File: src/design/bhm_pkg.sv
package bhm_pkg;

    localparam int ADDR_W = 5;
    localparam int DATA_W = 32;

    localparam logic [2:0] REG_HARD_CUTOFF = 3'd0;
    localparam logic [2:0] REG_SOFT_CUTOFF = 3'd1;
    localparam logic [2:0] REG_WARNING     = 3'd2;
    localparam logic [2:0] REG_SOFT_DELAY  = 3'd3;
    localparam logic [2:0] REG_WARN_DELAY  = 3'd4;
    localparam logic [2:0] REG_LOG_VSTEP   = 3'd5;
    localparam logic [2:0] REG_LOG_ISTEP   = 3'd6;
    localparam logic [2:0] REG_TELE_PERIOD = 3'd7;

    localparam logic [1:0] HEALTH_NORMAL = 2'd0;
    localparam logic [1:0] HEALTH_WARNING = 2'd1;
    localparam logic [1:0] HEALTH_SOFT = 2'd2;
    localparam logic [1:0] HEALTH_HARD = 2'd3;

    localparam logic [16:0] PCT_TOP_MV = 17'd24600;
    localparam logic [16:0] PCT_BOT_MV = 17'd20400;
    localparam logic [16:0] GATE_MV = 17'd6000;
    localparam logic [16:0] CELL_MIN_MV = 17'd1000;
    localparam logic [13:0] CELL_MAX = 14'd16383;
    localparam logic signed [32:0] CHARGE_STEP_CMAH = 33'sd100;

    // Reciprocals scaled by 2^18, exact over the full operand ranges used here.
    localparam int RECIP_SHIFT = 18;
    localparam logic [15:0] RECIP_SIX = 16'd43691;
    localparam logic [12:0] RECIP_FORTY_TWO = 13'd6242;

    typedef struct packed {
        logic [16:0] hard_cutoff_mv;
        logic [16:0] soft_cutoff_mv;
        logic [16:0] warning_mv;
        logic [15:0] soft_delay_ms;
        logic [15:0] warning_delay_ms;
        logic [16:0] log_voltage_step_mv;
        logic [16:0] log_current_step_ma;
        logic [15:0] telemetry_period_ms;
    } bhm_cfg_t;

endpackage

File: src/design/bhm_regs.sv
module bhm_regs
    import bhm_pkg::*;
(
    input  logic              clk,
    input  logic              rst_n,
    input  logic              psel,
    input  logic              penable,
    input  logic              pwrite,
    input  logic [ADDR_W-1:0] paddr,
    input  logic [DATA_W-1:0] pwdata,
    output logic [DATA_W-1:0] prdata,
    output logic              pready,
    output bhm_cfg_t          cfg
);

    bhm_cfg_t   cfg_reg;
    logic       wr_en;
    logic [2:0] reg_index;

    assign wr_en = psel && penable && pwrite;
    assign reg_index = paddr[ADDR_W-1:2];
    assign pready = 1'b1;
    assign cfg = cfg_reg;

    always_ff @(posedge clk or negedge rst_n)
    begin
        if (!rst_n)
        begin
            cfg_reg.hard_cutoff_mv <= 17'd19200;
            cfg_reg.soft_cutoff_mv <= 17'd19800;
            cfg_reg.warning_mv <= 17'd21000;
            cfg_reg.soft_delay_ms <= 16'd3000;
            cfg_reg.warning_delay_ms <= 16'd5000;
            cfg_reg.log_voltage_step_mv <= 17'd100;
            cfg_reg.log_current_step_ma <= 17'd500;
            cfg_reg.telemetry_period_ms <= 16'd200;
        end
        else if (wr_en)
        begin
            unique case (reg_index)
                REG_HARD_CUTOFF: cfg_reg.hard_cutoff_mv <= pwdata[16:0];
                REG_SOFT_CUTOFF: cfg_reg.soft_cutoff_mv <= pwdata[16:0];
                REG_WARNING:     cfg_reg.warning_mv <= pwdata[16:0];
                REG_SOFT_DELAY:  cfg_reg.soft_delay_ms <= pwdata[15:0];
                REG_WARN_DELAY:  cfg_reg.warning_delay_ms <= pwdata[15:0];
                REG_LOG_VSTEP:   cfg_reg.log_voltage_step_mv <= pwdata[16:0];
                REG_LOG_ISTEP:   cfg_reg.log_current_step_ma <= pwdata[16:0];
                REG_TELE_PERIOD: cfg_reg.telemetry_period_ms <= pwdata[15:0];
                default:         cfg_reg <= cfg_reg;
            endcase
        end
    end

    always_comb
    begin
        unique case (reg_index)
            REG_HARD_CUTOFF: prdata = {15'd0, cfg_reg.hard_cutoff_mv};
            REG_SOFT_CUTOFF: prdata = {15'd0, cfg_reg.soft_cutoff_mv};
            REG_WARNING:     prdata = {15'd0, cfg_reg.warning_mv};
            REG_SOFT_DELAY:  prdata = {16'd0, cfg_reg.soft_delay_ms};
            REG_WARN_DELAY:  prdata = {16'd0, cfg_reg.warning_delay_ms};
            REG_LOG_VSTEP:   prdata = {15'd0, cfg_reg.log_voltage_step_mv};
            REG_LOG_ISTEP:   prdata = {15'd0, cfg_reg.log_current_step_ma};
            REG_TELE_PERIOD: prdata = {16'd0, cfg_reg.telemetry_period_ms};
            default:         prdata = '0;
        endcase
    end

endmodule

File: src/design/battery_health_monitor.sv
// Battery health monitor. Each accepted request is one battery sample and
// produces exactly one result, delivered in order. A sample is registered on
// acceptance, evaluated combinationally against the logged reference and
// timer state, and the result is held in an output register, so one sample
// can be accepted every clock cycle unless result_stall holds the result.
// The rate is set by the single evaluation stage, which updates the logging,
// telemetry and health state for each sample before the next is evaluated.
// The user must write thresholds, delays, log steps and the telemetry period
// over the APB port only while no sample is in flight; the block does not enforce this.
module battery_health_monitor
    import bhm_pkg::*;
(
    input  logic                clk,
    input  logic                rst_n,
    input  logic                psel,
    input  logic                penable,
    input  logic                pwrite,
    input  logic [ADDR_W-1:0]   paddr,
    input  logic [DATA_W-1:0]   pwdata,
    output logic [DATA_W-1:0]   prdata,
    output logic                pready,
    input  logic                sample_valid,
    output logic                sample_stall,
    input  logic [16:0]         bus_mv,
    input  logic signed [16:0]  current_ma,
    input  logic signed [31:0]  charge_cmah,
    input  logic [31:0]         now_ms,
    output logic                result_valid,
    input  logic                result_stall,
    output logic [1:0]          health_state,
    output logic                log_record,
    output logic                telemetry_send,
    output logic [6:0]          percent_left,
    output logic [13:0]         cell_mv,
    output logic                low_battery_event
);

    bhm_cfg_t cfg;

    logic               sample_valid_reg;
    logic [16:0]        bus_reg;
    logic signed [16:0] cur_reg;
    logic signed [31:0] chg_reg;
    logic [31:0]        now_reg;

    logic               result_valid_reg;
    logic [1:0]         health_reg;
    logic               log_reg;
    logic               tele_reg;
    logic [6:0]         pct_reg;
    logic [13:0]        cell_reg;
    logic               event_reg;

    logic [16:0]        logged_mv_reg;
    logic signed [16:0] logged_ma_reg;
    logic signed [31:0] logged_charge_reg;
    logic [31:0]        telemetry_last_ms_reg;
    logic               soft_pending_reg;
    logic [31:0]        soft_start_ms_reg;
    logic               warn_pending_reg;
    logic [31:0]        warn_start_ms_reg;
    logic               warn_reported_reg;

    logic               soft_pending_next;
    logic [31:0]        soft_start_ms_next;
    logic               warn_pending_next;
    logic [31:0]        warn_start_ms_next;
    logic               warn_reported_next;

    logic               advance;
    logic               step_en;

    logic [16:0]        v_diff;
    logic signed [17:0] i_diff;
    logic [17:0]        i_abs;
    logic signed [32:0] q_diff;
    logic               log_flag;

    logic [31:0]        tele_elapsed;
    logic               tele_flag;
    logic [16:0]        pct_clamp;
    logic [16:0]        pct_span;
    logic [25:0]        pct_prod;
    logic [6:0]         pct_val;

    logic [32:0]        cell_prod;
    logic [14:0]        cell_quot;
    logic [13:0]        cell_val;

    logic [31:0]        soft_elapsed;
    logic [31:0]        warn_elapsed;
    logic               soft_done;
    logic [1:0]         health_val;
    logic               event_val;

    bhm_regs u_regs (
        .clk     (clk),
        .rst_n   (rst_n),
        .psel    (psel),
        .penable (penable),
        .pwrite  (pwrite),
        .paddr   (paddr),
        .pwdata  (pwdata),
        .prdata  (prdata),
        .pready  (pready),
        .cfg     (cfg)
    );

    assign advance = !result_valid_reg || !result_stall;
    assign step_en = sample_valid_reg && advance;
    assign sample_stall = sample_valid_reg && !advance;

    // Log trigger: voltage step, current step, or a charge rise of 1 mAh.
    assign v_diff = (bus_reg >= logged_mv_reg) ? (bus_reg - logged_mv_reg)
                                               : (logged_mv_reg - bus_reg);
    assign i_diff = {cur_reg[16], cur_reg} - {logged_ma_reg[16], logged_ma_reg};
    assign i_abs = i_diff[17] ? (18'd0 - i_diff) : i_diff;
    assign q_diff = {chg_reg[31], chg_reg} - {logged_charge_reg[31], logged_charge_reg};
    assign log_flag = (v_diff >= cfg.log_voltage_step_mv)
                   || (i_abs >= {1'b0, cfg.log_current_step_ma})
                   || (q_diff >= CHARGE_STEP_CMAH);

    assign tele_elapsed = now_reg - telemetry_last_ms_reg;
    assign tele_flag = tele_elapsed >= {16'd0, cfg.telemetry_period_ms};

    always_comb
    begin
        if (bus_reg > PCT_TOP_MV)
        begin
            pct_clamp = PCT_TOP_MV;
        end
        else if (bus_reg < PCT_BOT_MV)
        begin
            pct_clamp = PCT_BOT_MV;
        end
        else
        begin
            pct_clamp = bus_reg;
        end
    end

    // (span * 100) / 4200 equals span / 42, done as a reciprocal multiply.
    assign pct_span = pct_clamp - PCT_BOT_MV;
    assign pct_prod = pct_span[12:0] * RECIP_FORTY_TWO;
    assign pct_val = tele_flag ? pct_prod[RECIP_SHIFT+6:RECIP_SHIFT] : 7'd0;

    assign cell_prod = bus_reg * RECIP_SIX;
    assign cell_quot = cell_prod[RECIP_SHIFT+14:RECIP_SHIFT];

    always_comb
    begin
        if (bus_reg <= CELL_MIN_MV)
        begin
            cell_val = 14'd0;
        end
        else if (cell_quot > {1'b0, CELL_MAX})
        begin
            cell_val = CELL_MAX;
        end
        else
        begin
            cell_val = cell_quot[13:0];
        end
    end

    // A timer that is not yet running starts at this sample, so its elapsed time is zero.
    assign soft_elapsed = soft_pending_reg ? (now_reg - soft_start_ms_reg) : 32'd0;
    assign warn_elapsed = warn_pending_reg ? (now_reg - warn_start_ms_reg) : 32'd0;

    always_comb
    begin
        health_val = HEALTH_NORMAL;
        event_val = 1'b0;
        soft_done = 1'b0;
        soft_pending_next = soft_pending_reg;
        soft_start_ms_next = soft_start_ms_reg;
        warn_pending_next = warn_pending_reg;
        warn_start_ms_next = warn_start_ms_reg;
        warn_reported_next = warn_reported_reg;
        if (bus_reg < GATE_MV)
        begin
            soft_pending_next = 1'b0;
            warn_pending_next = 1'b0;
            warn_reported_next = 1'b0;
        end
        else if (bus_reg < cfg.hard_cutoff_mv)
        begin
            health_val = HEALTH_HARD;
        end
        else
        begin
            if (bus_reg < cfg.soft_cutoff_mv)
            begin
                soft_pending_next = 1'b1;
                if (!soft_pending_reg)
                begin
                    soft_start_ms_next = now_reg;
                end
                if (soft_elapsed >= {16'd0, cfg.soft_delay_ms})
                begin
                    health_val = HEALTH_SOFT;
                    soft_done = 1'b1;
                end
            end
            else
            begin
                soft_pending_next = 1'b0;
            end
            if (!soft_done)
            begin
                if (bus_reg < cfg.warning_mv)
                begin
                    warn_pending_next = 1'b1;
                    if (!warn_pending_reg)
                    begin
                        warn_start_ms_next = now_reg;
                    end
                    if (warn_elapsed >= {16'd0, cfg.warning_delay_ms})
                    begin
                        health_val = HEALTH_WARNING;
                        warn_reported_next = 1'b1;
                        event_val = !warn_reported_reg;
                    end
                end
                else
                begin
                    warn_pending_next = 1'b0;
                    warn_reported_next = 1'b0;
                end
            end
        end
    end

    always_ff @(posedge clk or negedge rst_n)
    begin
        if (!rst_n)
        begin
            sample_valid_reg <= 1'b0;
        end
        else if (!sample_stall)
        begin
            sample_valid_reg <= sample_valid;
        end
    end

    always_ff @(posedge clk)
    begin
        if (sample_valid && !sample_stall)
        begin
            bus_reg <= bus_mv;
            cur_reg <= current_ma;
            chg_reg <= charge_cmah;
            now_reg <= now_ms;
        end
    end

    always_ff @(posedge clk or negedge rst_n)
    begin
        if (!rst_n)
        begin
            result_valid_reg <= 1'b0;
        end
        else if (advance)
        begin
            result_valid_reg <= sample_valid_reg;
        end
    end

    always_ff @(posedge clk)
    begin
        if (step_en)
        begin
            health_reg <= health_val;
            log_reg <= log_flag;
            tele_reg <= tele_flag;
            pct_reg <= pct_val;
            cell_reg <= cell_val;
            event_reg <= event_val;
        end
    end

    always_ff @(posedge clk or negedge rst_n)
    begin
        if (!rst_n)
        begin
            logged_mv_reg <= '0;
            logged_ma_reg <= '0;
            logged_charge_reg <= '0;
            telemetry_last_ms_reg <= '0;
            soft_pending_reg <= 1'b0;
            soft_start_ms_reg <= '0;
            warn_pending_reg <= 1'b0;
            warn_start_ms_reg <= '0;
            warn_reported_reg <= 1'b0;
        end
        else if (step_en)
        begin
            if (log_flag)
            begin
                logged_mv_reg <= bus_reg;
                logged_ma_reg <= cur_reg;
                logged_charge_reg <= chg_reg;
            end
            if (tele_flag)
            begin
                telemetry_last_ms_reg <= now_reg;
            end
            soft_pending_reg <= soft_pending_next;
            soft_start_ms_reg <= soft_start_ms_next;
            warn_pending_reg <= warn_pending_next;
            warn_start_ms_reg <= warn_start_ms_next;
            warn_reported_reg <= warn_reported_next;
        end
    end

    assign result_valid = result_valid_reg;
    assign health_state = health_reg;
    assign log_record = log_reg;
    assign telemetry_send = tele_reg;
    assign percent_left = pct_reg;
    assign cell_mv = cell_reg;
    assign low_battery_event = event_reg;

    a_stall_only_when_full: assert property (@(posedge clk) disable iff (!rst_n)
        sample_stall |-> (result_valid_reg && result_stall))
        else $error("input stalled while the result register could advance");

    a_event_is_warning: assert property (@(posedge clk) disable iff (!rst_n)
        (result_valid_reg && event_reg) |-> (health_reg == HEALTH_WARNING))
        else $error("low battery event without warning health");

    a_pct_needs_tele: assert property (@(posedge clk) disable iff (!rst_n)
        (result_valid_reg && !tele_reg) |-> (pct_reg == 7'd0))
        else $error("percent reported without telemetry");

    a_no_repeat: assert property (@(posedge clk) disable iff (!rst_n)
        (result_valid_reg && !result_stall && !sample_valid_reg) |=> !result_valid_reg)
        else $error("result repeated after delivery");

    a_reported_needs_pending: assert property (@(posedge clk) disable iff (!rst_n)
        warn_reported_reg |-> warn_pending_reg)
        else $error("warning reported without a running warning timer");

endmodule
File: config.mk
export PLATFORM = sky130hd
export DESIGN_NAME = battery_health_monitor
export DESIGN_NICKNAME = d
export VERILOG_FILES = /design/src/design/bhm_pkg.sv /design/src/design/bhm_regs.sv /design/src/design/battery_health_monitor.sv
export SDC_FILE = /design/constraint.sdc
export NUM_CORES = 1
export LEC_CHECK = 0
export ABC_AREA = 1
export BUFFER_PORTS_ARGS = -buffer_cell sky130_fd_sc_hd__buf_4
export CAP_MARGIN = 20
export CORE_MARGIN = 2
export CORE_UTILIZATION = 58
export DETAILED_ROUTE_END_ITERATION = 8
export PLACE_DENSITY = 0.85
export SLEW_MARGIN = 40
export SYNTH_ARGS = -nofsm -noshare
export SYNTH_HDL_FRONTEND = slang
export SYNTH_SLANG_ARGS = --single-unit
File: constraint.sdc
create_clock -name clk -period 7.8 [get_ports clk]
set_clock_uncertainty 0.2 [all_clocks]
set_input_delay 0.78 -clock clk [delete_from_list [all_inputs] [get_ports clk]]
set_output_delay 0.78 -clock clk [all_outputs]
set_load 0.03 [all_outputs]
==> impl_metrics.csv, run 1 <==
group,metric,value,unit
setup_path,required,7.97,ns
floorplanning,ios,203,
placement,dp_slack,0.987,ns
cells_and_area,fin_area,0.0435,mm²
placement,hpwl,93.4,mm
setup_path,crit_type,"reg2reg",
sta,fmax,0.144,GHz
clock_tree,cts.sinks,424,
floorplanning,die_x,266,µm
route,routedWlPerCell,17.6,µm
hold_path,min_path_type,"in2reg",
clock_tree,cts_buffers,47,
sta,worst_pin_slew,0.871,ns
global_route,grt_pass1_wl,184,mm
yosys,synth_cell_types,60,
route,firstDrtPassIters,9,
clock_tree,cts_max_path_buffers,3,
power_and_ir_drop,swShare,51.8,%
power_and_ir_drop,p_int,8.66,mW
setup_path,r2r_start,"bus_reg[3]",
floorplanning,initial_core_util,58.8,%
sta,layout_setup_ws,0.834,ns
clock_tree,clkTransAtPathRegs,0.06,ns
cells_and_area,syn_to_final_growth,9.65,%
yosys,synth.yosys.seq_area_share,28.4,%
clock_tree,cts_tree,"built",
clock_tree,htreeDepth,2,
clock_tree,clk_latency,0.65,ns
sta,rsz0062_at_grt,"false",
power_and_ir_drop,ir_drop,502,µV
floorplanning,die_y,266,µm
floorplanning,core,0.0675,mm²
sta,min_period,6.97,ns
cells_and_area,fin_cells,6596,
yosys,synth_edf_count,124,
clock_tree,cts_setup_buffers,0,
sta,slew_violations,0,
power_and_ir_drop,pwr-share-clk,12.8,%
route,vias,37200,
power_and_ir_drop,power_frac_seq,19.2,%
run_status,outcome,"complete, no violations",
clock_tree,cts_root_buf,"clkbuf_16",
route,wirelength,116,mm
yosys,ys.flop_type,"dfrtp_1",
sta,finalHoldViolCount,0,
cells_and_area,fin_nets,6450,
setup_path,worstPathArrival,7.13,ns
clock_tree,cts-resized-gates,0,
flow_run,drv_cap,0,
floorplanning,dieArea,0.0706,mm²
cells_and_area,drive_gt1_share,6.24,%
global_route,grt_overflow,0,
global_route,track_usage,32.7,%
setup_path,cp_slowest_cell,"edfxtp_1",
yosys,yosysWarnings,0,
setup_path,crit_path_start,"bus_reg[3]",
yosys,postSynth.asyncResetShare,70.8,%
sta,setup_viol,0,
setup_path,startpoint_type,"flop",
sta,slew_headroom,42.0,%
yosys,synth_area_per_cell,7.18,µm²
global_route,grt_pass1_vias,35500,
yosys,ys_seq_elements,424,
global_route,grt_max_degree,131,
power_and_ir_drop,power.switching,9.30,mW
placement,port_buffers,169,
placement,finalWeightedCongestion,1.02,
placement,dpl-instance-area,0.0419,mm²
sta,final.setup.tns,0,ns
route,via_per_inst,5.65,
setup_path,cp_slowest_stage_delay,0.62,ns
hold_path,min-delay-start,"current_ma[15]",
sta,holdWs,0.106,ns
route,first_iter_violations,3450,
clock_tree,ctsHoldBuffers,1,
sta,period_share,89.3,%
cells_and_area,largest_reg_flops,133,
route,drc,0,
floorplanning,rows,95,
power_and_ir_drop,power.density,413,mW/mm²
yosys,synth_area,0.0397,mm²
yosys,synth_cells,5531,
power_and_ir_drop,leakage,23.5,nW
cells_and_area,fin_util,64.5,%
power_and_ir_drop,total_power,18.0,mW
placement,placed_cells,6506,
route,ant_nets,0,
setup_path,end_kind,"flop",
global_route,antenna_found_initial,2,
setup_path,crit_fanout,12,
power_and_ir_drop,p_comb_share,67.9,%
[power groups by stage]
stage	sequential (mW)	combinational (mW)	clock (mW)
6_report	3.45	12.2	2.31
5_1_grt	3.51	13.8	2.40
4_1_cts	3.44	12.0	2.33
3_5_place_dp	3.47	12.0	0
3_3_place_gp	3.44	11.6	0
2_1_floorplan	3.46	8.93	0
[cell usage after synthesis, types with 41 or more instances]
cell type / n / share of area, %
nor3_1: 58 / 0.73
nand4_1: 70 / 1.1
xor2_1: 66 / 1.5
o21ai_0: 313 / 3.9
o21ai_1: 41 / 0.52
inv_1: 1111 / 11
a21oi_1: 334 / 4.2
dfrtp_1: 261 / 16
clkbuf_1: 64 / 0.60
fa_1: 113 / 5.7
nand2_1: 1472 / 14
edfxtp_1: 124 / 9.4
nand3_1: 319 / 4.0
ha_1: 512 / 16
nor2_1: 321 / 3.0
o22ai_1: 47 / 0.74
[final cells by class]
type	instances	area (µm²)
diodes	1	2.50
clock buffers	67	1400
clock inverters	21	200
fillers	5908	24000
inverters	1119	4200
multi-input cells	3891	23800
flip-flops and latches	424	11300
well taps	873	1090
repair buffers	200	1570
[worst paths after layout]
path	slack [ns]	end	cells past startpoint
max	0.83	percent_left[6]	31
min	0.11	cur_reg[15]	1
max reg2reg	0.83	percent_left[6]	31
min reg2reg	0.27	telemetry_last_ms_reg[30]	2
max in group asynchronous	5.53	logged_ma_reg[14]	4
min in group asynchronous	0.46	warn_start_ms_reg[21]	2
[worst max-delay path: cells and delay by family (launching register included)]
family,cells,cell delay [ns]
fa+ha+maj,7,2.49
xor+xnor,2,0.31
compound gates,7,1.25
flops,1,0.62
buf+inv,5,0.55
simple gates,10,1.30
[layout by cell type, fill, tap and decap left out, drive strengths merged, types with 6 or more instances in the layout]
cell type | Yosys | routed
nor4 | 9 | 9
inv | 1119 | 1120
buf | 46 | 199
a31oi | 6 | 6
nand2 | 1475 | 1475
xor2 | 66 | 66
ha | 512 | 512
a21o | 18 | 18
nand3b | 11 | 11
nor2 | 322 | 322
o211ai | 26 | 26
dfrtp | 261 | 261
nand3 | 320 | 320
nand4 | 70 | 70
dfstp | 39 | 39
a21boi | 8 | 8
o21a | 7 | 7
a211oi | 8 | 8
o21bai | 22 | 22
clkbuf | 65 | 67
fa | 113 | 113
o22ai | 47 | 47
o21ai | 355 | 355
edfxtp | 124 | 124
a21oi | 338 | 338
nor3 | 58 | 58
clkinv | 0 | 17
conb | 2 | 16
xnor2 | 38 | 38
[metal layers]
metal  wire length, µm  GRT usage (%)
met1             47900           42.9
met2             52500           53.1
met3             11100           6.88
met4              4550           12.7
met5                23              0
[logic make-up after synthesis]
family | Yosys count | share of synthesized area [%]
buffers and inverters | 1230 | 12.0
muxes | 2 | 0.0504
DFF | 424 | 28.4
xor gates and xnor gates | 104 | 2.29
other | 2 | 0.0189
and+or+nand+nor | 2279 | 23.5
adders and majority gates | 625 | 21.8
AOI/OAI and AO/OA | 865 | 12.0
Power figures use the tool's default switching activity.
==> run 2: changes to the inputs <==
--- a/config.mk
+++ b/config.mk
@@ -8,6 +8,7 @@
 export ABC_AREA = 1
 export BUFFER_PORTS_ARGS = -buffer_cell sky130_fd_sc_hd__buf_4
 export CAP_MARGIN = 20
+export CORE_ASPECT_RATIO = 0.7
 export CORE_MARGIN = 2
 export CORE_UTILIZATION = 58
 export DETAILED_ROUTE_END_ITERATION = 8
==> constraint.sdc (replaced) <==
create_clock -name clk -period 7.1 [get_ports clk]
set_clock_uncertainty 0.2 [all_clocks]
set_input_delay 0.71 -clock clk [delete_from_list [all_inputs] [get_ports clk]]
set_output_delay 0.71 -clock clk [all_outputs]
set_load 0.03 [all_outputs]
==> run 2 against run 1 <==
Against the previous run: utilization shrank 0.31 points; final cell count grew 0.55%; sequential share of layout area is essentially flat; clock-buffer cell count is the same; sequential cell count is the same; first-iteration DRC count grew 17%; hold slack lost 0.059 ns; maximum frequency grew 3.3%; largest cell class unchanged; largest power group unchanged; highest routed layer unchanged.
==> impl_metrics.csv, run 2 (synthesized netlist as in run 1, its figures left out) <==
group,metric,value,unit
sta,period_share,95.0,%
setup_path,startpoint_type,"flop",
cells_and_area,final_cell_mix,"nand2_1 (1,466), inv_1 (1,109), ha_1 (512), a21oi_1 (333)",
setup_path,required,7.29,ns
sta,layout_setup_ws,0.358,ns
global_route,grt_overflow,0,
global_route,antenna_found_initial,1,
floorplanning,initial_core_util,58.4,%
route,wirelength,122,mm
run_status,outcome,"complete, no violations",
clock_tree,cts_max_path_buffers,3,
sta,worst_pin_slew,0.865,ns
clock_tree,htreeDepth,2,
floorplanning,rows,80,
placement,hpwl,98.1,mm
cells_and_area,layout_commonest_cell,"nand2_1",
floorplanning,die_y,223,µm
floorplanning,ios,203,
clock_tree,clk_latency,0.64,ns
setup_path,worstPathArrival,6.93,ns
cells_and_area,fin_area,0.0436,mm²
placement,finalWeightedCongestion,1.01,
sta,rsz0062_at_grt,"false",
global_route,grt_pass1_vias,35100,
clock_tree,cts.sinks,424,
route,first_iter_violations,4051,
clock_tree,cts_tree,"built",
floorplanning,die_x,317,µm
floorplanning,core,0.0680,mm²
setup_path,crit_fanout,7,
power_and_ir_drop,power.density,463,mW/mm²
global_route,grt_max_degree,130,
sta,final.setup.tns,0,ns
route,vias,37300,
power_and_ir_drop,leakage,23.5,nW
setup_path,end_kind,"flop",
cells_and_area,insertedDiodeCount,0,
clock_tree,cts_root_buf,"clkbuf_16",
sta,finalHoldViolCount,0,
placement,port_buffers,169,
sta,slew_headroom,41.9,%
route,routedWlPerCell,18.5,µm
route,via_per_inst,5.63,
placement,dpl-instance-area,0.0421,mm²
setup_path,crit_type,"reg2reg",
setup_path,crit_top_cell,"inv_1",
floorplanning,dieArea,0.0706,mm²
cells_and_area,fin_nets,6461,
route,firstDrtPassIters,8,
clock_tree,clkTransAtPathRegs,0.07,ns
power_and_ir_drop,ir_drop,460,µV
cells_and_area,drive_gt1_share,6.34,%
hold_path,min_path_type,"in2reg",
sta,setup_viol,0,
cells_and_area,syn_to_final_growth,9.86,%
route,ant_nets,0,
sta,min_period,6.74,ns
setup_path,cp_slowest_stage_delay,0.53,ns
global_route,grt_pass1_wl,191,mm
flow_run,drv_cap,0,
sta,fmax,0.148,GHz
route,drc,0,
sta,slew_violations,0,
placement,dp_slack,0.369,ns
cells_and_area,largest_reg_flops,133,
setup_path,cp_slowest_cell,"edfxtp_1",
clock_tree,cts_buffers,45,
global_route,track_usage,34.7,%
==> run 2: cell count changes in the layout (fill, tap and decap cells not counted), moves of 3 or more <==
cell,before,now
buf_4,193,203
clkbuf_1,9,12
clkinv_2,11,8
nor2_4,4,1
==> run 2: routing by layer <==
metal	routed length [µm]	share of wire [%]	track usage [%]	vias up
li1	-	-	-	18000
met1	55500	45	51.5	17400
met2	48100	39	47.8	1726
met3	16100	13	12.3	169
met4	2500	2.0	7.68	4
met5	225	0.18	2.13	-
==> run 2: layout make-up <==
type                       count  area (µm²)
clock buffer                  67        1340
clock inverter                16         169
fill                        6028       24300
inverter                    1119        4200
multi-input combinational   3891       23800
sequential                   424       11300
tap                          902        1130
timing repair buffer         213        1710
==> run 2: power by group <==
part	internal, mW	switching, mW	leakage (nW)
Combinational	4.75	9.15	18.0
Clock	1.42	1.08	0.749
Sequential	3.37	0.437	4.82
Total	9.53	10.7	23.5
==> run 2: critical path, delay by kind of cell (launching register included) <==
kind,cells,cell delay [ns]
buf+inv,10,0.91
compound gates,6,0.97
flops,1,0.53
fa+ha+maj,7,2.63
simple gates,7,0.80
xor+xnor,2,0.47
==> run 2: timing repair <==
item	4_1_cts	5_1_grt
hold endpoints to repair	65	0
resized for setup	0	4
hold buffers	1	0
buffers inserted	0	3
endpoints found under the setup margin	0	3
==> run 2: path summary, 6_finish.rpt <==
check,slack (ns),cells past startpoint,start,endpoint
setup / recovery,0.36,32,bus_reg[3],percent_left[6]
hold / removal,0.05,1,bus_mv[3],bus_reg[3]
setup reg to reg,0.36,32,bus_reg[3],percent_left[6]
hold reg to reg,0.27,2,telemetry_last_ms_reg[3],telemetry_last_ms_reg[3]
max in group asynchronous,4.86,4,rst_n,warn_pending_reg
min in group asynchronous,0.45,2,rst_n,logged_charge_reg[17]
==> run 2: through the flow <==
step           instances  hold slack (ns)  power (mW)  util, %
2_1_floorplan       5545            0.214        13.6        -
3_3_place_gp        6542            0.254        16.8     61.8
3_5_place_dp        6545            0.258        17.2     61.9
4_1_cts             6629           0.0320        19.8     64.1
5_1_grt             6632           0.0439        22.1     64.2
6_report            6632           0.0471        20.2     64.2
